===== config.mk =====
export PLATFORM = sky130hd
export DESIGN_NAME = zns_sdiv
export DESIGN_NICKNAME = d
export VERILOG_FILES = /design/src/sv/zns_sdiv.sv
export SDC_FILE = /design/constraint.sdc
export NUM_CORES = 1
export LEC_CHECK = 0
export BUFFER_PORTS_ARGS = -buffer_cell sky130_fd_sc_hd__buf_2
export CORE_MARGIN = 1
export CORE_UTILIZATION = 30
export DETAILED_ROUTE_END_ITERATION = 10
export PLACE_DENSITY_LB_ADDON = 0.12
export RECOVER_POWER = 25
export SYNTH_ARGS = -nofsm -noshare
export SYNTH_HDL_FRONTEND = slang
export SYNTH_SLANG_ARGS = --single-unit

===== constraint.sdc =====
create_clock -name clk_i -period 4.35 [get_ports clk_i]
set_clock_uncertainty 0.15 [all_clocks]
set_input_delay 0.2175 -clock clk_i [delete_from_list [all_inputs] [get_ports clk_i]]
set_output_delay 0.2175 -clock clk_i [all_outputs]
set_load 0.02 [all_outputs]

===== src/sv/zns_sdiv.sv =====
// ---------------------------------------------------------------------------
// zns_sdiv
// Bit-serial signed divider truncating toward zero, one bit per cycle.
// ---------------------------------------------------------------------------
module zns_sdiv (
  input  logic               clk_i,
  input  logic               rst_ni,
  input  logic               start_i,
  input  logic signed [49:0] num_i,
  input  logic [31:0]        den_i,
  output logic               done_o,
  output logic signed [49:0] quot_o
);
  logic [5:0]  cnt_q, cnt_d;
  logic        busy_q, busy_d, neg_q, neg_d;
  logic [49:0] num_q, num_d, quot_q, quot_d;
  logic [32:0] rem_q, rem_d, sh;
  logic [31:0] den_q, den_d;
  logic        done_q, done_d;

  always_comb begin
    cnt_d = cnt_q; busy_d = busy_q; neg_d = neg_q; num_d = num_q;
    quot_d = quot_q; rem_d = rem_q; den_d = den_q; done_d = 1'b0;
    sh = '0;
    if (start_i) begin
      busy_d = 1'b1; neg_d = num_i[49]; den_d = den_i; rem_d = '0; quot_d = '0;
      num_d = num_i[49] ? 50'(-num_i) : 50'(num_i);
      cnt_d = 6'd50;
    end else if (busy_q) begin
      sh = {rem_q[31:0], num_q[49]};
      if (sh >= {1'b0, den_q}) begin
        rem_d = sh - {1'b0, den_q}; quot_d = {quot_q[48:0], 1'b1};
      end else begin
        rem_d = sh; quot_d = {quot_q[48:0], 1'b0};
      end
      num_d = {num_q[48:0], 1'b0};
      cnt_d = cnt_q - 6'd1;
      if (cnt_q == 6'd1) begin
        busy_d = 1'b0; done_d = 1'b1;
      end
    end
  end

  always_ff @(posedge clk_i or negedge rst_ni) begin
    if (!rst_ni) begin
      cnt_q <= '0; busy_q <= 1'b0; done_q <= 1'b0;
    end else begin
      cnt_q <= cnt_d; busy_q <= busy_d; done_q <= done_d;
    end
  end

  always_ff @(posedge clk_i) begin
    neg_q <= neg_d; num_q <= num_d; quot_q <= quot_d; rem_q <= rem_d; den_q <= den_d;
  end

  assign done_o = done_q;
  assign quot_o = neg_q ? -$signed(quot_q) : $signed(quot_q);
endmodule


==> results of run 1 <==
[cells by family after synthesis]
logic type	count (synthesis)	synth area share [%]
flip-flops	173	41.3
XOR/XNOR	125	10.4
adder cells (fa/ha/maj)	37	4.48
multiplexers	78	7.46
AND/OR/NAND/NOR	351	16.1
buffers and inverters	111	4.00
AO/OA/AOI/OAI	260	16.3
[metrics by stage]
stage | cells | area, sq um | utilization (%) | hold slack (ps)
finish | 1745 | 12600 | 36.5 | 29.0
global route | 1745 | 12600 | 36.5 | 24.8
CTS | 1743 | 12500 | 36.4 | 2.46
detailed placement | 1674 | 11600 | 33.7 | -73.0
global placement | 1674 | 11600 | 33.7 | -66.5
floorplan | 1135 | 10500 | - | -228
[worst register-to-register path, stage by stage, from the launching register on]
cell       delay, ps
edfxtp_1         420
inv_1             80
ha_1             230
nor2b_1          150
o21bai_1         200
a31o_2           210
a21o_1           160
o21ai_0           90
buf_4            160
a21oi_1          340
o31ai_1          190
a211oi_4         740
buf_4            410
nor2_1            90
a2111oi_0        330
[where the power goes]
group | internal [mW] | switching [mW] | total [mW]
Sequential | 1.94 | 0.148 | 2.09
Clock | 0.781 | 0.693 | 1.47
Combinational | 1.22 | 1.62 | 2.84
[registers in the layout, summed over array words and instances (netlist names)]
| signal | cells |
|---|---|
| busy_q | 1 |
| den_q | 32 |
| done_o | 1 |
| quot_q | 50 |
| rem_q | 32 |
| cnt_q | 6 |
| neg_q | 1 |
| num_q | 50 |
[repair_timing]
item | CTS | global route
endpoints found under the setup margin | 3 | 12
gates resized for setup | 1 | 4
buffers inserted | 2 | 0
hold endpoints to repair | 41 | 0
pin swaps | 1 | 0
hold buffers | 35 | 0
[cell type report]
cell class                 count  area share (%)
multi-input combinational    851            46.0
sequential                   173            34.5
timing repair buffer         183            9.01
tap                          455            4.53
clock buffer                  20            3.72
inverter                      49            1.46
clock inverter                12           0.677
antenna                        2          0.0398
[final timing paths]
| check | to | slack, ps | cells after the start |
|---|---|---|---|
| max in group asynchronous | busy_q | 3120 | 3 |
| min reg2reg | rem_q[1] | 350 | 2 |
| min | num_q[23] | 30 | 3 |
| max reg2reg | rem_q[9] | 290 | 14 |
| min in group asynchronous | cnt_q[0] | 620 | 3 |
| max | rem_q[9] | 290 | 14 |
[metal layers]
layer | track usage [%] | vias to the layer above | wire (um)
li1 | - | 4343 | -
met1 | 21.2 | 3933 | 13700
met2 | 21.5 | 138 | 10500
met3 | 2.80 | 23 | 919
met4 | 4.90 | 0 | 376
met5 | 0 | - | 0
[layout by cell type (no fill, tap or decap), drive strengths merged, types with 24 or more instances in the layout]
master	instances
nor2	157
ha	36
o21ai	49
dlygate4sd3	35
xor2	58
edfxtp	83
a21oi	78
a21o	24
dfxtp	82
mux2i	76
clkbuf	28
nand2	72
buf	140
xnor2	67
o31ai	29
inv	54
a211oi	30
==> impl_metrics.csv, run 1 <==
group,metric,value,unit
outcome,status,"finished with violations",
outcome,violations,"max-capacitance violations, max-slew violations",
setup_path,cp_slowest_cell,"a211oi_4",
setup_path,cp-end-kind,"flop",
timing,timing.final.crit_share,93.4,%
logic_synthesis,ys.flop_type,"edfxtp_1",
die,io_pins,136,
setup_path,worstSetupStartpoint,"den_q[1]",
detailed_routing,drt_iter0_drc,387,
setup_path,crit_chain,"inv_1 > ha_1 > nor2b_1 > o21bai_1 > a31o_2 > a21o_1 > o21ai_0 > buf_4 > a21oi_1 > o31ai_1 > a211oi_4 > buf_4 > nor2_1 > a2111oi_0",
grt,grt_overflow,0,
place,place_hpwl,17800,um
timing,finalSetupTns,0,ps
power,powerDensity,510,nW/um^2
grt,grt_pass1_wl,42000,um
power,power,6.41,mW
cts,cts_tree,"built",
cts,cts_made_buffers,17,
cts,path_clk_slew,70,ps
logic_synthesis,yosys-top-cells-area,"edfxtp_1, dfxtp_1, mux2i_1, nor2_1, xnor2_1",
detailed_routing,antenna_left,0,
timing,final-hold-violation-count,0,
die,die_x,189,um
setup_path,cp_top_family,"compound AO/OA/AOI/OAI gates",
grt,grt_max_degree,169,
layout,regArea,4340,sq um
run,cap_violations,1,
timing,tightest_slew,2210,ps
detailed_routing,drc_errors,0,
worst_hold_path,hold_path_class,"in2reg",
setup_path,critPathRequiredTime,4520,ps
power,p_leak,5.81,nW
setup_path,critical_path_class,"reg2reg",
grt,antenna_found_initial,2,
setup_path,cp.buffers_inverters,3,
layout,fillers,3584,
grt,grt_pass1_vias,8107,
layout,synthToLayoutAreaGrowth,19.6,%
logic_synthesis,ys_warn_count,0,
worst_hold_path,hold_start,"num_i[23]",
timing,relSlewSlack,-47.5,%
die,initial_core_util,30.5,%
setup_path,crit_path_max_fanout,16,
detailed_routing,wl,25400,um
cts,cts.sinks,173,
setup_path,slowest_delay,740,ps
logic_synthesis,synth_commonest_cells,"nor2_1, edfxtp_1, dfxtp_1",
layout,drive_gt1_share,16.0,%
timing,layout_setup_ws,287,ps
place,numPortBuffers,135,
logic_synthesis,synth-seq-area-share,41.3,%
timing,finalMaxSlewViolations,51,
timing,finalSetupViolations,0,
layout,multi_input_area,5780,sq um
setup_path,cp_common_cell,"buf_4",
place,place_ws,269,ps
die,die_h,189,um
logic_synthesis,synth_cell_types,64,
logic_synthesis,synth_area_leader_cell,"edfxtp_1",
logic_synthesis,synth_fp_nets,1257,
cts,h-tree-depth,4,
timing,min_period,4060,ps
cts,cts_buffer_depth,2,
logic_synthesis,synth_edf_count,83,
detailed_routing,wire_per_inst,14.6,um
die,rows,68,
detailed_routing,firstDrtPassIters,4,
place,place.gp.congestion,0.827,
cts,clock_latency,440,ps
grt,track_usage,14.6,%
logic_synthesis,ys_ff_latch,173,
logic_synthesis,ys_async_sr_fraction,4.62,%
setup_path,regToRegStartpoint,"den_q[1]",
timing,grt_setup_unrepaired,"no",
timing,fmaxAchievable,246,MHz
detailed_routing,route.vias.total,8437,
die,core,34500,sq um
logic_synthesis,synth_cells,1135,
logic_synthesis,synth_area,10500,sq um
logic_synthesis,synth_top_cell_area_share,23.7,%
setup_path,start_kind,"flop",
die,design.die.area,35800,sq um
layout,nets,1397,
power,vdd_drop_max,0.000294,V
setup_path,worstPathArrival,4230,ps
logic_synthesis,synth.most_common_cell,"nor2_1",
detailed_routing,via_per_inst,4.83,
logic_synthesis,syn_avg_cell_area,9.25,sq um
cts,cts_root_buffer,"clkbuf_16",
Power figures use the tool's default switching activity.
==> run 2, diff against run 1 <==
--- a/config.mk
+++ b/config.mk
@@ -5,9 +5,10 @@
 export SDC_FILE = /design/constraint.sdc
 export NUM_CORES = 1
 export LEC_CHECK = 0
+export ABC_AREA = 0
 export BUFFER_PORTS_ARGS = -buffer_cell sky130_fd_sc_hd__buf_2
 export CORE_MARGIN = 1
-export CORE_UTILIZATION = 30
+export CORE_UTILIZATION = 59
 export DETAILED_ROUTE_END_ITERATION = 10
 export PLACE_DENSITY_LB_ADDON = 0.12
 export RECOVER_POWER = 25
==> run 2 against run 1 <==
Compared with the run above: the run still ends with max-capacitance violations, max-slew violations left; hold slack improved by 6.1 ps; design area fell by 2.8%; flip-flop and latch count did not move; non-clock buffer count fell by 5; sequential share of layout area rose by 0.99 points; critical path depth fell by 1; routed wire length fell by 15%; global-route usage rose by 9.3 points; via count barely moved; sequential power barely moved; critical endpoint is now rem_q[4].
==> impl_metrics.csv, run 2 (synthesis gave the netlist of run 1 again) <==
group,metric,value,unit
outcome,status,"finished with violations",
outcome,violations,"max-capacitance violations, max-slew violations",
place,place.gp.congestion,0.875,
layout,final_common_cell,"nor2_1",
layout,final_core_util,70.4,%
cts,h-tree-depth,4,
cts,cts_made_buffers,17,
worst_hold_path,hold_path_class,"in2reg",
cts,cts_root_buffer,"clkbuf_16",
timing,fin_hold_ws,35.1,ps
layout,synthToLayoutAreaGrowth,16.3,%
power,vdd_drop_max,0.000326,V
timing,relSlewSlack,-63.8,%
timing,grt_setup_unrepaired,"no",
timing,fmaxAchievable,246,MHz
setup_path,critical_path_class,"reg2reg",
timing,timing.final.crit_share,93.3,%
detailed_routing,firstDrtPassIters,5,
setup_path,start_kind,"flop",
timing,tightest_slew,2460,ps
detailed_routing,drt_iter0_drc,481,
setup_path,cp-end-kind,"flop",
timing,layout_setup_ws,291,ps
worst_hold_path,hold_end,"num_q[47]",
die,die_h,135,um
cts,path_clk_slew,70,ps
setup_path,worstSetupStartpoint,"den_q[3]",
setup_path,reg2reg_slack,290,ps
timing,finalMaxSlewViolations,116,
setup_path,crit_path_max_fanout,13,
cts,clock_latency,440,ps
run,cap_violations,2,
die,initial_core_util,60.5,%
detailed_routing,via_per_inst,5.60,
die,io_pins,136,
place,placed_area,11300,sq um
timing,final-hold-violation-count,0,
setup_path,r2r-end,"rem_q[4]",
place,dp.cells,1441,
detailed_routing,wl,21500,um
worst_hold_path,whs_path_depth,3,
setup_path,ff2ff_path_depth,13,
place,place_hpwl,14800,um
layout,fin_area,12200,sq um
grt,grt_overflow,0,
cts,cts.sinks,173,
layout,top_regs,"num_q (50), quot_q (50)",
layout,final_cells,1508,
die,design.die.area,18300,sq um
layout,mostFrequentLayoutCells,"nor2_1, buf_2, edfxtp_1",
timing,finalSetupTns,0,ps
layout,fillers,1400,
die,rows,48,
grt,grt_pass1_vias,7644,
setup_path,regToRegStartpoint,"den_q[3]",
power,p_leak,5.78,nW
detailed_routing,antenna_left,0,
detailed_routing,drc_errors,0,
place,place_ws,354,ps
place,numPortBuffers,135,
timing,min_period,4060,ps
grt,grt_pass1_wl,35300,um
die,die_x,135,um
grt,grt_max_degree,97,
cts,cts_tree,"built",
setup_path,critPathRequiredTime,4530,ps
detailed_routing,wire_per_inst,14.3,um
detailed_routing,route.vias.total,8445,
worst_hold_path,hold_start,"num_i[47]",
setup_path,worstPathArrival,4240,ps
grt,antenna_found_initial,0,
layout,nets,1392,
die,core,17400,sq um
power,powerDensity,518,nW/um^2
layout,drive_gt1_share,15.6,%
timing,finalSetupViolations,0,
layout,num_antenna_cells,0,
cts,cts_buffer_depth,2,
power,power,6.33,mW
grt,track_usage,23.9,%
run 2: how the worst max path moves through the flow:
stage	endpoint	slack [ps]
floorplan	rem_q[19]	860
global placement	rem_q[9]	400
detailed placement	rem_q[9]	350
CTS	quot_o[37]	210
global route	rem_q[9]	60
finish	rem_q[4]	290
run 2: worst max-delay path, stage by stage, from the launching register on:
cell and delay [ps]:
edfxtp_1 320, inv_1 40, ha_1 360, nand3_1 120, o21bai_1 200, a31o_2 280
a21o_1 220, o21ai_0 450, a21oi_1 270, o31ai_1 460, a211oi_4 240, buf_4 260
a211o_1 250, a311oi_1 320
run 2: report_power, final:
group	switching, mW	total, mW	internal, mW
Combinational	1.58	2.77	1.19
Sequential	0.150	2.09	1.94
Clock	0.695	1.46	0.766
Total	2.43	6.33	3.90
run 2: per-layer routing:
metal	global-route usage [%]	wire length, um
met1	32.4	10600
met5	0	0
met3	5.01	863
met4	7.24	266
met2	38.3	9850
run 2: final cells by class:
cell class / count / area [sq um] / area share (%)
multi-input cells: 851 / 5760 / 47.2
flip-flops and latches: 173 / 4340 / 35.5
repair buffers: 178 / 1080 / 8.83
clock buffers: 18 / 439 / 3.60
well taps: 225 / 282 / 2.31
inverters: 49 / 184 / 1.51
clock inverters: 14 / 128 / 1.05
run 2: what timing repair did:
item                       4_1_cts  5_1_grt
setup endpoints to repair        0        6
hold endpoints to repair        41        0
hold buffers                    34        0
setup buffers                    0        1
resized for setup                0        1
==> run 3, diff against run 2 <==
--- a/config.mk
+++ b/config.mk
@@ -8,7 +8,8 @@
 export ABC_AREA = 0
 export BUFFER_PORTS_ARGS = -buffer_cell sky130_fd_sc_hd__buf_2
 export CORE_MARGIN = 1
-export CORE_UTILIZATION = 59
+export CORE_UTILIZATION = 61
+export CTS_BUF_LIST = sky130_fd_sc_hd__clkbuf_4 sky130_fd_sc_hd__clkbuf_8
 export DETAILED_ROUTE_END_ITERATION = 10
 export PLACE_DENSITY_LB_ADDON = 0.12
 export RECOVER_POWER = 25
==> run 3 against run 2 <==
Compared with the run above: the flow still finishes with violations (max-capacitance violations, max-slew violations); sequential share of layout area increased by 0.16 points; critical path depth unchanged; power decreased by 4.4%; die area decreased by 3.2%; clock-buffer cell count increased by 1; critical endpoint is now rem_q[9]; fmax decreased by 0.83%; cell count increased by 0.40%; flip-flop and latch count unchanged; clock power decreased by 21%; register-to-register slack got worse by 30 ps; hold slack got worse by 14 ps.
==> impl_metrics.csv, run 3 (synthesis gave the netlist of run 1 again) <==
group,metric,value,unit
layout,nets,1403,
power,seq_power_share,34.6,%
detailed_routing,antenna_left,0,
detailed_routing,drt_iter0_drc,479,
detailed_routing,wl,22300,um
layout,top_regs,"num_q (50), quot_q (50)",
detailed_routing,drc_errors,0,
timing,tightest_slew,3170,ps
grt,antenna_found_initial,0,
power,clkPwrFrac,19.1,%
cts,cts_buffer_depth,2,
cts,cts_made_buffers,17,
detailed_routing,met2_length,10600,um
layout,synthToLayoutAreaGrowth,15.8,%
grt,grt_max_degree,80,
outcome,violations,"max-capacitance violations, max-slew violations",
setup_path,start_kind,"flop",
timing,grt_setup_unrepaired,"no",
power,powerDensity,498,nW/um^2
power,power.switching,2.32,mW
setup_path,critical_path_class,"reg2reg",
die,initial_core_util,62.9,%
place,place_hpwl,15200,um
cts,cts_tree,"built",
place,numPortBuffers,135,
detailed_routing,via_per_inst,5.71,
die,io_pins,136,
grt,track_usage,25.3,%
grt,grt_overflow,0,
timing,finalSetupTns,0,ps
power,p_leak,5.76,nW
detailed_routing,firstDrtPassIters,5,
place,dp.cells,1434,
power,p_int,3.73,mW
layout,mostFrequentLayoutCells,"nor2_1, buf_2, edfxtp_1",
cts,clock_latency,460,ps
detailed_routing,wire_per_inst,14.7,um
detailed_routing,wl_met1,10500,um
place,place.gp.congestion,0.881,
power,switching_share,38.3,%
setup_path,cp_top_family,"compound AO/OA/AOI/OAI gates",
timing,timing.final.crit_share,94.1,%
die,die_h,133,um
setup_path,cp.buffers_inverters,2,
grt,grt_pass1_wl,36700,um
die,die_x,133,um
layout,drive_gt1_share,15.1,%
timing,fmaxAchievable,244,MHz
layout,regArea,4340,sq um
cts,cts.sinks,173,
worst_hold_path,hold_path_class,"in2reg",
cts,path_clk_slew,90,ps
layout,final_common_cell,"nor2_1",
setup_path,cp_slowest_cell,"a211oi_4",
power,vdd_drop_max,0.000270,V
cts,h-tree-depth,4,
detailed_routing,highest_layer,"met4",
die,design.die.area,17700,sq um
cts,cts_resized,0,
setup_path,crit_chain,"inv_1 > ha_1 > nor2b_1 > o21bai_1 > a31o_2 > a21o_1 > o21ai_0 > a21oi_1 > o31ai_1 > a211oi_4 > buf_12 > nor2_1 > a2111oi_0",
setup_path,critPathRequiredTime,4540,ps
timing,finalMaxSlewViolations,196,
cts,cts_root_buffer,"clkbuf_8",
setup_path,slowest_delay,860,ps
die,rows,47,
timing,finalSetupViolations,0,
timing,min_period,4090,ps
layout,multi_input_area,5760,sq um
layout,fillers,1285,
layout,final_cells,1514,
die,core,16700,sq um
run,cap_violations,3,
detailed_routing,met3_wirelength,904,um
power,combPwrFrac,46.3,%
timing,relSlewSlack,-112,%
setup_path,cp-end-kind,"flop",
timing,final-hold-violation-count,0,
grt,grt_pass1_vias,7876,
setup_path,crit_path_max_fanout,17,
setup_path,worstPathArrival,4290,ps
detailed_routing,route.vias.total,8643,
outcome,status,"finished with violations",
layout,num_antenna_cells,0,
run 3: cell types whose count changed in the layout (fill, tap and decap cells not counted), sizes merged:
cell / delta
dlygate4sd3: +13
inv: -4
bufinv: +3
clkinv: +2
clkinvlp: -2
clkbuf: -1
run 3: layout make-up:
| type | count | share of cell area, % |
|---|---|---|
| multi-input cells | 851 | 47.4 |
| well taps | 220 | 2.26 |
| flip-flops and latches | 173 | 35.7 |
| clock buffers | 19 | 2.05 |
| repair buffers | 189 | 9.92 |
| clock inverters | 13 | 1.20 |
| inverters | 49 | 1.51 |
run 3: power by group through the flow:
stage / combinational, mW / sequential, mW / clock [mW]
after floorplan: 2.09 / 2.08 / 0
after global placement: 2.70 / 2.12 / 0
after detailed placement: 2.73 / 2.13 / 0
after CTS: 2.78 / 2.09 / 1.18
after global routing: 3.07 / 2.12 / 1.25
final: 2.80 / 2.09 / 1.16
run 3: worst paths after layout:
path | cells past startpoint | start | slack (ps) | endpoint
setup / recovery | 13 | den_q[1] | 260 | rem_q[9]
hold / removal | 3 | num_i[32] | 20 | num_q[32]
setup reg to reg | 13 | den_q[1] | 260 | rem_q[9]
hold reg to reg | 2 | rem_q[1] | 340 | rem_q[1]
max in group asynchronous | 3 | rst_ni | 3170 | busy_q
min in group asynchronous | 3 | rst_ni | 590 | busy_q
run 3: timing repair:
action,CTS,global route
hold endpoints to repair,53,0
setup endpoints to repair,0,5
setup buffers,0,1
hold buffers,47,0
run 3: per-layer routing:
layer / GRT usage, % / vias to the layer above
met5: 0 / -
met1: 33.5 / 4059
met3: 4.76 / 22
met2: 41.7 / 227
li1: - / 4335
met4: 8.46 / 0
run 3: worst reg2reg max path, stage by stage (launching register included):
cell       delay, ps
edfxtp_1         430
inv_1             80
ha_1             240
nor2b_1          150
o21bai_1         180
a31o_2           210
a21o_1           180
o21ai_0          200
a21oi_1          420
o31ai_1          200
a211oi_4         860
buf_12           250
nor2_1            80
a2111oi_0        360
run 3: per-stage QoR:
step	hold WS [ps]	power, mW	cell area (sq um)	utilization [%]	setup WS [ps]
2_1_floorplan	-228	4.17	10500	-	858
3_3_place_gp	-84.2	4.82	11300	67.6	485
3_5_place_dp	-81.6	4.86	11300	67.6	303
4_1_cts	1.27	6.06	12200	72.8	161
5_1_grt	8.18	6.44	12200	72.8	38.7
6_report	20.8	6.05	12200	72.8	257
