--- config.mk ---
export PLATFORM = sky130hd
export DESIGN_NAME = zns_divsqrt
export DESIGN_NICKNAME = d
export VERILOG_FILES = /design/src/sv/zns_divsqrt.sv
export SDC_FILE = /design/constraint.sdc
export NUM_CORES = 1
export LEC_CHECK = 0
export ABC_AREA = 1
export ABC_CLOCK_PERIOD_IN_PS = 9600
export BUFFER_PORTS_ARGS = -buffer_cell sky130_fd_sc_hd__buf_2
export CAP_MARGIN = 20
export CORE_ASPECT_RATIO = 1.5
export CORE_MARGIN = 2
export CORE_UTILIZATION = 40
export CTS_CLUSTER_DIAMETER = 60
export DETAILED_ROUTE_END_ITERATION = 10
export MAX_ROUTING_LAYER = met4
export PLACE_DENSITY = 0.59
export SLEW_MARGIN = 15
export SYNTH_ARGS = -nofsm -noshare
export SYNTH_HDL_FRONTEND = slang
export SYNTH_SLANG_ARGS = --single-unit
--- constraint.sdc ---
create_clock -name clk_i -period 9.6 [get_ports clk_i]
set_input_delay 0.96 -clock clk_i [delete_from_list [all_inputs] [get_ports clk_i]]
set_output_delay 0.96 -clock clk_i [all_outputs]
set_load 0.005 [all_outputs]
--- src/sv/zns_divsqrt.sv ---
// ---------------------------------------------------------------------------
// zns_divsqrt
// Bit-serial unsigned divider and integer square root, one step per cycle.
// ---------------------------------------------------------------------------
module zns_divsqrt (
  input  logic         clk_i,
  input  logic         rst_ni,
  input  logic         div_start_i,
  input  logic         sqrt_i,
  input  logic [127:0] num_i,
  input  logic [63:0]  den_i,
  output logic         busy_o,
  output logic [63:0]  quot_o
);
  logic [6:0]   cnt_q, cnt_d;
  logic         busy_q, busy_d, mode_q, mode_d;
  logic [127:0] num_q, num_d;
  logic [64:0]  rem_q, rem_d;
  logic [63:0]  den_q, den_d, quot_q, quot_d;
  logic [65:0]  trial;
  logic [64:0]  shifted;

  always_comb begin
    cnt_d = cnt_q; busy_d = busy_q; mode_d = mode_q;
    num_d = num_q; rem_d = rem_q; den_d = den_q; quot_d = quot_q;
    shifted = '0;
    trial = '0;
    if (div_start_i) begin
      busy_d = 1'b1; mode_d = sqrt_i; num_d = num_i; den_d = den_i;
      quot_d = '0;
      if (sqrt_i) begin
        rem_d = '0; cnt_d = 7'd32;
      end else begin
        rem_d = {1'b0, num_i[127:64]}; cnt_d = 7'd64;
      end
    end else if (busy_q) begin
      if (mode_q) begin
        trial = {rem_q[63:0], num_q[63:62]} - {quot_q[63:0], 2'b01};
        if (!trial[65]) begin
          rem_d = trial[64:0];
          quot_d = {quot_q[62:0], 1'b1};
        end else begin
          rem_d = {rem_q[62:0], num_q[63:62]};
          quot_d = {quot_q[62:0], 1'b0};
        end
        num_d = {num_q[125:0], 2'b00};
      end else begin
        shifted = {rem_q[63:0], num_q[63]};
        if (shifted >= {1'b0, den_q}) begin
          rem_d = shifted - {1'b0, den_q};
          quot_d = {quot_q[62:0], 1'b1};
        end else begin
          rem_d = shifted;
          quot_d = {quot_q[62:0], 1'b0};
        end
        num_d = {num_q[126:0], 1'b0};
      end
      cnt_d = cnt_q - 7'd1;
      if (cnt_q == 7'd1) begin
        busy_d = 1'b0;
      end
    end
  end

  always_ff @(posedge clk_i or negedge rst_ni) begin
    if (!rst_ni) begin
      cnt_q <= '0; busy_q <= 1'b0; mode_q <= 1'b0;
    end else begin
      cnt_q <= cnt_d; busy_q <= busy_d; mode_q <= mode_d;
    end
  end

  always_ff @(posedge clk_i) begin
    num_q <= num_d; rem_q <= rem_d; den_q <= den_d; quot_q <= quot_d;
  end

  assign busy_o = busy_q | div_start_i;
  assign quot_o = quot_q;
endmodule

==> key figures, run 1 <==
Worst setup path
  – Reg-to-reg slack, setup: 5.43 ns
  – CP max-delay cell: buf_4
  – Arrival time worst endpoint: 4.53 ns
  – Critical Path Sink: rem_q[29]
  – CP Launch Type: register
  – Worst Path Max Fanout: 73
  – CP startpoint: rem_q[45]
  – RR Endpoint: rem_q[29]
  – Worst-path cell chain: ha_1 > nand2_1 > inv_2 > nand2_1 > nor2_1 > nand2_1 > nor2_1 > nand2_1 > nand3_2 > nand2_2 > nand2_4 > buf_4 > inv_2 > nor2_1 > nor2_1 > nor2_1 > nand2_1
  – Endpoint required time on the critical path: 9.96 ns
  – Crit Path Category: reg -> reg
  – CP endpoint kind: register
  – Worst R2R Path Depth: 17
  – Worst path max stage delay: 0.59 ns
  – Reg-to-Reg Start: rem_q[45]

Timing
  – Relative slew slack: 27.3%
  – Fin. Hold Viols: 0
  – Final worst setup slack: 5.43 ns
  – Final setup fails: 0
  – Crit path time final: 4.17 ns
  – Period utilization: 43.5%
  – Max Freq: 240 MHz
  – Final setup skew: 0.0312 ns
  – Worst-Margin Slew: 1.09 ns
  – Slew Viols, Final: 0
  – RSZ-0062 raised after global routing: false
  – Sum of negative setup slack: 0 ns

Clock network
  – CTS clk-pin slew, worst paths: 0.07 ns
  – Total CTS buffers: 30
  – Clock latency at the later pin of the worst-skew pair: 0.63 ns
  – Clock Path Buffers: 3
  – Post-CTS sizing: 0
  – H-Tree Depth: 1
  – Clock Sink Count: 265
  – Clk root buf: clkbuf_16
  – TritonCTS clock tree: yes
  – Postcts setup bufs: 0
  – Hold Buf Count CTS: 0

Layout
  – Layout Area Growth over Synthesis: 12.4%
  – Fill cells: 6321
  – FF/Latch Area: 7270 sq um
  – Post-Layout Cell Count: 4679
  – # nets final: 4209
  – Post-route cell area: 26400 sq um
  – Area taken by multi-input logic gates: 12800 sq um
  – Share of layout cells above drive strength 1: 10.4%

Floorplan
  – Die Y-Extent: 301 um
  – Top Ports: 261
  – Initial Util: 40.4%
  – Die X: 202 um
  – Die ar.: 60600 sq um
  – Core Footprint: 58000 sq um
  – Site Rows: 108

Synthesis
  – Top cells by area, synth: edfxtp_1 (25%), nand2_1 (18%), inv_1 (12%)
  – Asr flop ratio synth: 3.40%
  – Ys flop type: edfxtp_1
  – Yosys reg bits: 265
  – Synth cell types: 47
  – Post-synth top area share: 24.6%
  – Sequential share of the synthesized area: 31.0%
  – Mapped cell area: 23400 sq um
  – Most common cell in the synthesized netlist: nand2_1
  – Post-synth top area cell: edfxtp_1
  – Synthesized area per cell: 6.41 sq um
  – Post-synth EDFFs: 192
  – Top post-synthesis cells by count: nand2_1 (1115), inv_1 (756), nor2_1 (340), nand3_1 (257), edfxtp_1 (192)
  – Yosys warns: 0
  – Post-synthesis cell count: 3659
  – Synth Net Count: 3986

Min path
  – Hold Path Class: in -> async

Outcome
  – Status: completed

Drt
  – Wirelength per Cell: 20.8 um
  – Drt total wl: 97200 um
  – Drt drc: 0
  – DRT antenna net count: 0
  – Vias after detailed routing: 24300
  – Vias per std cell: 5.19
  – Iter 0 DRT Violations: 1749
  – Number of iterations in the first detailed-routing pass: 8

Placement
  – PortBufs: 260
  – Placed Instance Area: 25400 sq um
  – Pre-CTS WS: 5.53 ns
  – Gpl congestion: 1.02
  – Cell total after placement: 4620
  – Post-DP HPWL: 80800 um

Global routing
  – Vias in the first global route: 23900
  – Initial antenna violation count: 4
  – Overflow after GRT: 0
  – Largest net degree at the start of global routing: 74
  – Total track usage: 32.3%
  – First-pass GRT wire length: 142000 um

Power and ir drop
  – Overall power: 8980 uW
  – LEAKAGE: 0.0138 uW
  – Max IR drop VDD: 0.296 mV
  – PwrDens: 341 nW/um^2

Job
  – Maxcap violations: 0
==> state kept, by name, summed over array words and instances (netlist names) <==
signal / cells
busy_q: 1
cnt_q: 7
den_q: 64
mode_q: 1
num_q: 64
quot_o: 64
rem_q: 64
==> placed cells by master (no fill, tap or decap), types with 7 or more instances in the layout <==
master / Yosys / final
nand2_2: 13 / 13
a21boi_0: 7 / 7
nand3_1: 257 / 257
nor2_4: 6 / 9
xor2_1: 33 / 33
o221ai_1: 62 / 62
o21ai_1: 8 / 8
ha_1: 130 / 130
o21bai_1: 31 / 31
a21oi_1: 177 / 177
nor2_2: 15 / 15
edfxtp_1: 192 / 192
o21ai_0: 118 / 118
nor3_1: 29 / 29
dfrtp_1: 9 / 9
inv_2: 31 / 33
inv_1: 756 / 753
nor2_1: 340 / 337
dfxtp_1: 64 / 64
o22ai_1: 65 / 65
buf_4: 3 / 11
xnor2_1: 39 / 39
clkbuf_16: 0 / 31
buf_2: 6 / 259
nand4_1: 30 / 30
nand2_1: 1115 / 1115
o211ai_1: 9 / 9
==> stage by stage <==
step	hold slack [ns]	util, %
4_1_cts	0.151	45.5
5_1_grt	0.183	45.5
3_3_place_gp	0.512	43.8
3_5_place_dp	0.512	43.8
2_1_floorplan	0.490	-
6_report	0.178	45.5
==> worst min-delay path by stage <==
stage / end / from / slack (ns)
detailed placement: quot_o[58] / quot_o[57] / 0.51
global route: cnt_q[5] / rst_ni / 0.18
CTS: cnt_q[0] / rst_ni / 0.15
global placement: quot_o[56] / quot_o[55] / 0.51
floorplan: quot_o[63] / quot_o[63] / 0.49
finish: cnt_q[1] / rst_ni / 0.18
==> per-layer routing <==
layer / vias to the layer above / part of all wire (%) / GRT usage (%)
li1: 12100 / - / -
met1: 11100 / 38 / 35.3
met2: 887 / 48 / 54.6
met3: 298 / 5.1 / 3.41
met4: 0 / 8.9 / 23.9
met5: - / 0 / -
==> power by group <==
part,total [uW],internal [uW],switching (uW)
Clock,1170,658,512
Sequential,1850,1510,336
Combinational,5960,1790,4180
==> area by class of cell <==
class                           instances  area share [%]
Multi-Input combinational cell       2526            48.5
Sequential cell                       265            27.6
Inverter                              789            11.3
Timing Repair Buffer                  270            5.23
Tap cell                              770            3.65
Clock buffer                           41            3.29
Clock inverter                         14           0.432
Antenna cell                            4          0.0380
==> kinds of logic after synthesis <==
group	synth area share, %
AO/OA/AOI/OAI	12.5
flip-flops	31.0
buffers and inverters	14.5
AND/OR/NAND/NOR	32.2
adder cells (fa/ha/maj)	7.02
XOR/XNOR	2.69
==> critical path, delay by kind of cell, from the launching register on <==
| family | cells | cell delay [ns] |
|---|---|---|
| flip-flops | 1 | 0.53 |
| AND/OR/NAND/NOR | 13 | 1.74 |
| adder cells (fa/ha/maj) | 1 | 0.45 |
| buffers and inverters | 3 | 1.13 |
No activity file was read; power rests on OpenSTA's default activity.
==> inputs of run 2 (changes only) <==
ABC_CLOCK_PERIOD_IN_PS = 4300   (was 9600)
clock period = 4.3 ns   (was 9.6 ns; I/O delays follow)
==> key figures, run 2 (synthesis gave the netlist of run 1 again) <==
Min path
  – Hold Path Class: in -> reg

Timing
  – Worst-Margin Slew: 0.860 ns (-0.229 ns)
  – Relative slew slack: 42.7% (+15 points)
  – Sum of negative setup slack: 0 ns (unchanged)
  – Crit path time final: 3.78 ns (-0.397 ns)
  – Max Freq: 265 MHz (+11%)
  – Fin. Hold Viols: 0 (unchanged)
  – RSZ-0062 raised after global routing: false
  – Final setup skew: 0.0306 ns (-0.000533 ns)
  – Final setup fails: 0 (unchanged)
  – Period utilization: 87.9% (+44 points)
  – Slew Viols, Final: 0 (unchanged)

Power and ir drop
  – Internal power: 9220 uW (+130%)
  – Switching fraction of total power: 55.9% (-0.10 points)
  – NetSw: 11700 uW (+130%)
  – LEAKAGE: 0.0143 uW (+3.2%)
  – PwrDens: 765 nW/um^2 (+120%)
  – Max IR drop VDD: 0.494 mV (+67%)
  – Sequential Power Share: 19.7% (-0.9 points)
  – Logic pwr share: 66.4% (about the same)
  – Clock power frac: 13.8% (+0.8 points)

Drt
  – Iter 0 DRT Violations: 1900 (+8.6%)
  – Drt total wl: 104000 um (+6.8%)
  – Vias per std cell: 5.21 (+0.35%)
  – DRT antenna net count: 0 (unchanged)
  – Wirelength per Cell: 21.8 um (+5.0%)
  – Number of iterations in the first detailed-routing pass: 6 (-2)
  – Vias after detailed routing: 24800 (+2.0%)
  – Drt drc: 0 (unchanged)

Placement
  – Gpl congestion: 1.02 (+0.79%)
  – Post-DP HPWL: 86600 um (+7.1%)
  – PortBufs: 260 (unchanged)

Clock network
  – Clock Sink Count: 265 (unchanged)
  – Postcts setup bufs: 0 (unchanged)
  – Post-CTS sizing: 0 (unchanged)
  – TritonCTS clock tree: yes
  – Hold Buf Count CTS: 65 (+65)
  – Clock Path Buffers: 3 (unchanged)
  – Clock latency at the later pin of the worst-skew pair: 0.64 ns (about the same)
  – Total CTS buffers: 30 (unchanged)
  – H-Tree Depth: 1 (unchanged)
  – CTS clk-pin slew, worst paths: 0.07 ns (about the same)
  – Clk root buf: clkbuf_16

Global routing
  – Initial antenna violation count: 1 (-3)
  – Total track usage: 34.5% (+2.2 points)
  – Overflow after GRT: 0 (unchanged)
  – Vias in the first global route: 24600 (+2.8%)
  – First-pass GRT wire length: 150000 um (+5.5%)
  – Largest net degree at the start of global routing: 103 (+39%)

Layout
  – Layout Area Growth over Synthesis: 16.6%
  – Fill cells: 6277 (-0.70%)
  – Fin util: 47.1% (+1.7 points)
  – Most frequent cells in the layout: nand2_1 (1115), inv_1 (753), nor2_1 (337)
  – Most common cell after layout, fill and taps aside: nand2_1
  – # nets final: 4289 (+1.9%)
  – Share of layout cells above drive strength 1: 10.7% (+0.29 points)

Worst setup path
  – Top Family by Delay on Critical Path: simple AND/OR/NAND/NOR gates
  – Worst-path cell chain: ha_1 > nand2_1 > nor2_1 > nand2_1 > inv_2 > nand2_1 > nor3_1 > nand3_1 > nand2_1 > nor2_2 > nand2_4 > buf_4 > buf_4 > nand2_1 > o211ai_1 > nand3_1
  – CP Launch Type: register
  – Endpoint required time on the critical path: 4.67 ns (-5.29 ns)
  – Crit Path Category: reg -> reg
  – Worst path max stage delay: 0.57 ns (-0.02 ns)
  – Critical path buffers and inverters: 3 (unchanged)
  – CP max-delay cell: edfxtp_1
  – Worst Path Max Fanout: 33 (-55%)
  – Arrival time worst endpoint: 4.15 ns (-0.38 ns)
  – Crit-path most repeated cell: nand2_1
  – CP endpoint kind: register

Floorplan
  – Initial Util: 40.4% (unchanged)
  – Die X: 202 um (unchanged)
  – Core Footprint: 58000 sq um (unchanged)
  – Die ar.: 60600 sq um (unchanged)
  – Top Ports: 261 (unchanged)
  – Die Y-Extent: 301 um (unchanged)
  – Site Rows: 108 (unchanged)

Outcome
  – Status: completed

Job
  – Maxcap violations: 0 (unchanged)
[run 2: changes by cell type in the layout (fill, tap and decap cells not counted), sizes merged]
cell	before	now
diode	4	1
clkinv	12	9
inv	789	792
buf	270	285
dlygate4sd3	0	65
bufinv	1	3
clkbuf	41	40
[run 2: path summary, 6_finish.rpt]
kind | start | endpoint | slack (ns) | cells after the start
worst max-delay path | rem_q[12] | rem_q[4] | 0.52 | 16
worst min-delay path | num_i[0] | num_q[0] | 0.05 | 3
worst max register to register | rem_q[12] | rem_q[4] | 0.52 | 16
worst min register to register | quot_o[57] | quot_o[58] | 0.53 | 2
max in group asynchronous | rst_ni | cnt_q[4] | 3.92 | 2
min in group asynchronous | rst_ni | mode_q | 0.18 | 2
[run 2: power by group through the flow]
stage	sequential, uW	combinational [uW]	clock [uW]
detailed placement	4160	13500	0
global placement	4150	13600	0
finish	4130	13900	2890
CTS	4110	13700	2950
global route	4110	15200	3050
floorplan	3670	9400	0
[run 2: worst register-to-register path, delay by kind of cell (launching register included)]
family / cells / cell delay (ns)
AOI/OAI and AO/OA: 1 / 0.10
adders and majority gates: 1 / 0.47
buffers and inverters: 3 / 0.86
DFF: 1 / 0.57
and+or+nand+nor: 11 / 1.51
[run 2: area by class of cell]
type | count | area (sq um) | area share (%)
multi-input combinational | 2526 | 12800 | 46.8
timing repair buffer | 350 | 2230 | 8.16
clock buffer | 40 | 925 | 3.38
antenna | 1 | 2.50 | 0.00916
clock inverter | 16 | 178 | 0.650
inverter | 789 | 2970 | 10.9
tap | 770 | 963 | 3.53
sequential | 265 | 7270 | 26.6
[run 2: per-stage QoR]
stage | cell area, sq um | std cells | setup WS, ns | total power, uW | hold slack [ns]
2_1_floorplan | 23400 | 3659 | 1.21 | 13100 | 0.134
3_3_place_gp | 25600 | 4634 | 0.671 | 17800 | 0.310
3_5_place_dp | 25600 | 4634 | 0.652 | 17700 | 0.309
4_1_cts | 27300 | 4755 | 0.640 | 20700 | 0.0225
5_1_grt | 27300 | 4757 | 0.239 | 22400 | 0.0396
6_report | 27300 | 4757 | 0.522 | 20900 | 0.0516
[run 2: routing by layer]
metal	part of all wire [%]	wire [um]	global-route usage [%]
met2	49	50900	60.2
met5	0	0	-
met3	5.7	5920	4.13
met1	36	37800	35.9
met4	8.8	9150	25.4
==> inputs of run 3 (changes only) <==
ABC_AREA = not set   (was 1)
PLACE_DENSITY = 0.6   (was 0.59)
==> key figures, run 3 <==
Timing
  – Crit path time final: 4.10 ns (+0.326 ns)
  – Slew Viols, Final: 0 (unchanged)
  – Relative slew slack: 29.5% (-13 points)
  – Max Freq: 244 MHz (-7.9%)
  – RSZ-0062 raised after global routing: true
  – Worst-Margin Slew: 1.06 ns (+0.197 ns)
  – Fin. Hold Viols: 0 (unchanged)
  – Final setup fails: 0 (unchanged)
  – Final setup skew: 0.0118 ns (-0.0188 ns)
  – Period utilization: 95.4% (+7.6 points)

Global routing
  – First-pass GRT wire length: 102000 um (-32%)
  – Overflow after GRT: 0 (unchanged)
  – Vias in the first global route: 18800 (-23%)
  – Total track usage: 25.5% (-9.0 points)
  – Initial antenna violation count: 6 (+5)
  – Largest net degree at the start of global routing: 117 (+14%)

Clock network
  – Total CTS buffers: 31 (+3.3%)
  – TritonCTS clock tree: yes
  – Clock Path Buffers: 3 (unchanged)
  – Clock Sink Count: 265 (unchanged)
  – Postcts setup bufs: 0 (unchanged)
  – CTS clk-pin slew, worst paths: 0.06 ns (about the same)
  – Clk root buf: clkbuf_16
  – H-Tree Depth: 1 (unchanged)
  – Clock latency at the later pin of the worst-skew pair: 0.60 ns (-0.04 ns)

Floorplan
  – Die X: 186 um (-7.6%)
  – Die Y-Extent: 277 um (-7.7%)
  – Core Footprint: 49400 sq um (-15%)
  – Site Rows: 100 (-7.4%)
  – Die ar.: 51700 sq um (-15%)
  – Initial Util: 40.3% (-0.098 points)
  – Top Ports: 261 (unchanged)

Layout
  – Post-Layout Cell Count: 3308 (-30%)
  – Most frequent cells in the layout: buf_2 (259), nand2_1 (233), a21oi_1 (197)
  – Share of layout cells above drive strength 1: 16.8% (+6.1 points)
  – Fill cells: 4830 (-23%)
  – Post-route cell area: 24100 sq um (-12%)
  – Most common cell after layout, fill and taps aside: buf_2
  – Layout Area Growth over Synthesis: 20.8%
  – # nets final: 2941 (-31%)

Synthesis
  – Asr flop ratio synth: 3.40% (unchanged)
  – Ys flop type: edfxtp_1
  – Top post-synthesis cells by count: nand2_1 (233), a21oi_1 (197), edfxtp_1 (192), nor2_1 (192), o21ai_0 (176)
  – Post-synth EDFFs: 192 (unchanged)
  – Sequential share of the synthesized area: 36.5% (+5.5 points)
  – Synth cell types: 87 (+85%)
  – Synth Net Count: 2614 (-34%)
  – Post-synthesis cell count: 2287 (-37%)
  – Top cells by area, synth: edfxtp_1 (29%), ha_1 (8.2%), mux2i_1 (7.3%)
  – Yosys reg bits: 265 (unchanged)
  – Mapped cell area: 19900 sq um (-15%)
  – Most common cell in the synthesized netlist: nand2_1
  – Post-synth top area share: 28.9% (+4.3 points)
  – Synthesized area per cell: 8.72 sq um (+36%)
  – Yosys warns: 0 (unchanged)
  – Post-synth top area cell: edfxtp_1

Power and ir drop
  – LEAKAGE: 0.0108 uW (-24%)
  – PwrDens: 736 nW/um^2 (-3.7%)
  – Overall power: 17700 uW (-15%)
  – Max IR drop VDD: 0.424 mV (-14%)

Placement
  – Cell total after placement: 3181 (-31%)
  – Placed Instance Area: 22400 sq um (-12%)
  – PortBufs: 260 (unchanged)
  – Gpl congestion: 0.936 (-8.6%)
  – Post-DP HPWL: 50900 um (-41%)

Worst setup path
  – Top Family by Delay on Critical Path: compound AO/OA/AOI/OAI gates
  – CP Launch Type: register
  – CP max-delay cell: edfxtp_1
  – Worst path max stage delay: 0.47 ns (-0.10 ns)
  – CP endpoint kind: register
  – Crit Path Category: reg -> reg
  – Worst-path cell chain: ha_1 > or3_1 > o22a_1 > a32o_1 > o211a_1 > o21ai_2 > a21oi_1 > nor2_4 > xnor2_4 > buf_4 > a2111oi_0 > a32oi_1 > o21ai_1
  – Critical path buffers and inverters: 1 (-2)
  – Worst Path Max Fanout: 19 (-42%)
  – Arrival time worst endpoint: 4.43 ns (+0.28 ns)
  – Endpoint required time on the critical path: 4.63 ns (-0.04 ns)

Drt
  – Vias after detailed routing: 18400 (-26%)
  – Vias per std cell: 5.57 (+6.8%)
  – Drt drc: 0 (unchanged)
  – DRT antenna net count: 0 (unchanged)
  – Number of iterations in the first detailed-routing pass: 8 (+2)
  – Iter 0 DRT Violations: 1208 (-36%)
  – Drt total wl: 66000 um (-36%)
  – Wirelength per Cell: 19.9 um (-8.6%)

Job
  – Maxcap violations: 0 (unchanged)

Outcome
  – Status: completed

Min path
  – Hold Path Class: in -> reg
[run 3: power breakdown]
part           switching (uW)  total (uW)  internal, uW
Clock                    1150        2730          1580
Sequential                539        3910          3380
Combinational            6510       11100          4580
[run 3: worst paths after layout]
check	from	endpoint	slack (ns)	cells past startpoint
worst min-delay path	den_i[36]	den_q[36]	0.03	1
worst max register to register	rem_q[2]	rem_q[40]	0.20	13
max in group asynchronous	rst_ni	mode_q	3.82	2
worst max-delay path	rem_q[2]	rem_q[40]	0.20	13
worst min register to register	quot_o[0]	quot_o[0]	0.52	2
min in group asynchronous	rst_ni	cnt_q[1]	0.28	2
[run 3: final cells by class]
class	count	area (sq um)	share of cell area [%]
Antenna cell	6	15.0	0.0623
Clock buffer	41	885	3.67
Clock inverter	17	171	0.712
Inverter	167	627	2.60
Multi-Input combinational cell	1733	11600	48.0
Sequential cell	265	7280	30.2
Tap cell	663	830	3.44
Timing Repair Buffer	416	2730	11.3
[run 3: kinds of logic after synthesis]
logic type	Yosys count	share of synthesized area (%)
XOR/XNOR	122	5.49
AO/OA/AOI/OAI	688	21.9
AND/OR/NAND/NOR	644	14.5
flip-flops	265	36.5
buffers and inverters	289	5.86
multiplexers	148	7.45
adder cells (fa/ha/maj)	131	8.26
[run 3: per-layer routing]
layer,up-vias,track usage (%),share of wire (%)
met3,163,2.88,5.1
met2,600,45.7,50
met4,0,12.5,5.5
met5,-,-,0
met1,8632,28.0,39
li1,9017,-,-
[run 3: metrics by stage]
| stage | hold slack [ns] | worst slack, ns | util [%] | TNS, ns |
|---|---|---|---|---|
| finish | 0.0278 | 0.196 | 48.7 | 0 |
| global route | 0.0129 | -0.00129 | 48.7 | -0.00129 |
| CTS | 0.00234 | 0.160 | 48.7 | 0 |
| detailed placement | 0.296 | 0.181 | 45.3 | 0 |
| global placement | 0.294 | 0.211 | 45.3 | 0 |
| floorplan | 0.134 | 0.806 | - | 0 |
[run 3: repair_timing]
item / in CTS / in global routing
setup endpoints to repair: 0 / 4
gates resized for setup: 0 / 2
hold buffers: 63 / 0
hold endpoints to repair: 71 / 0
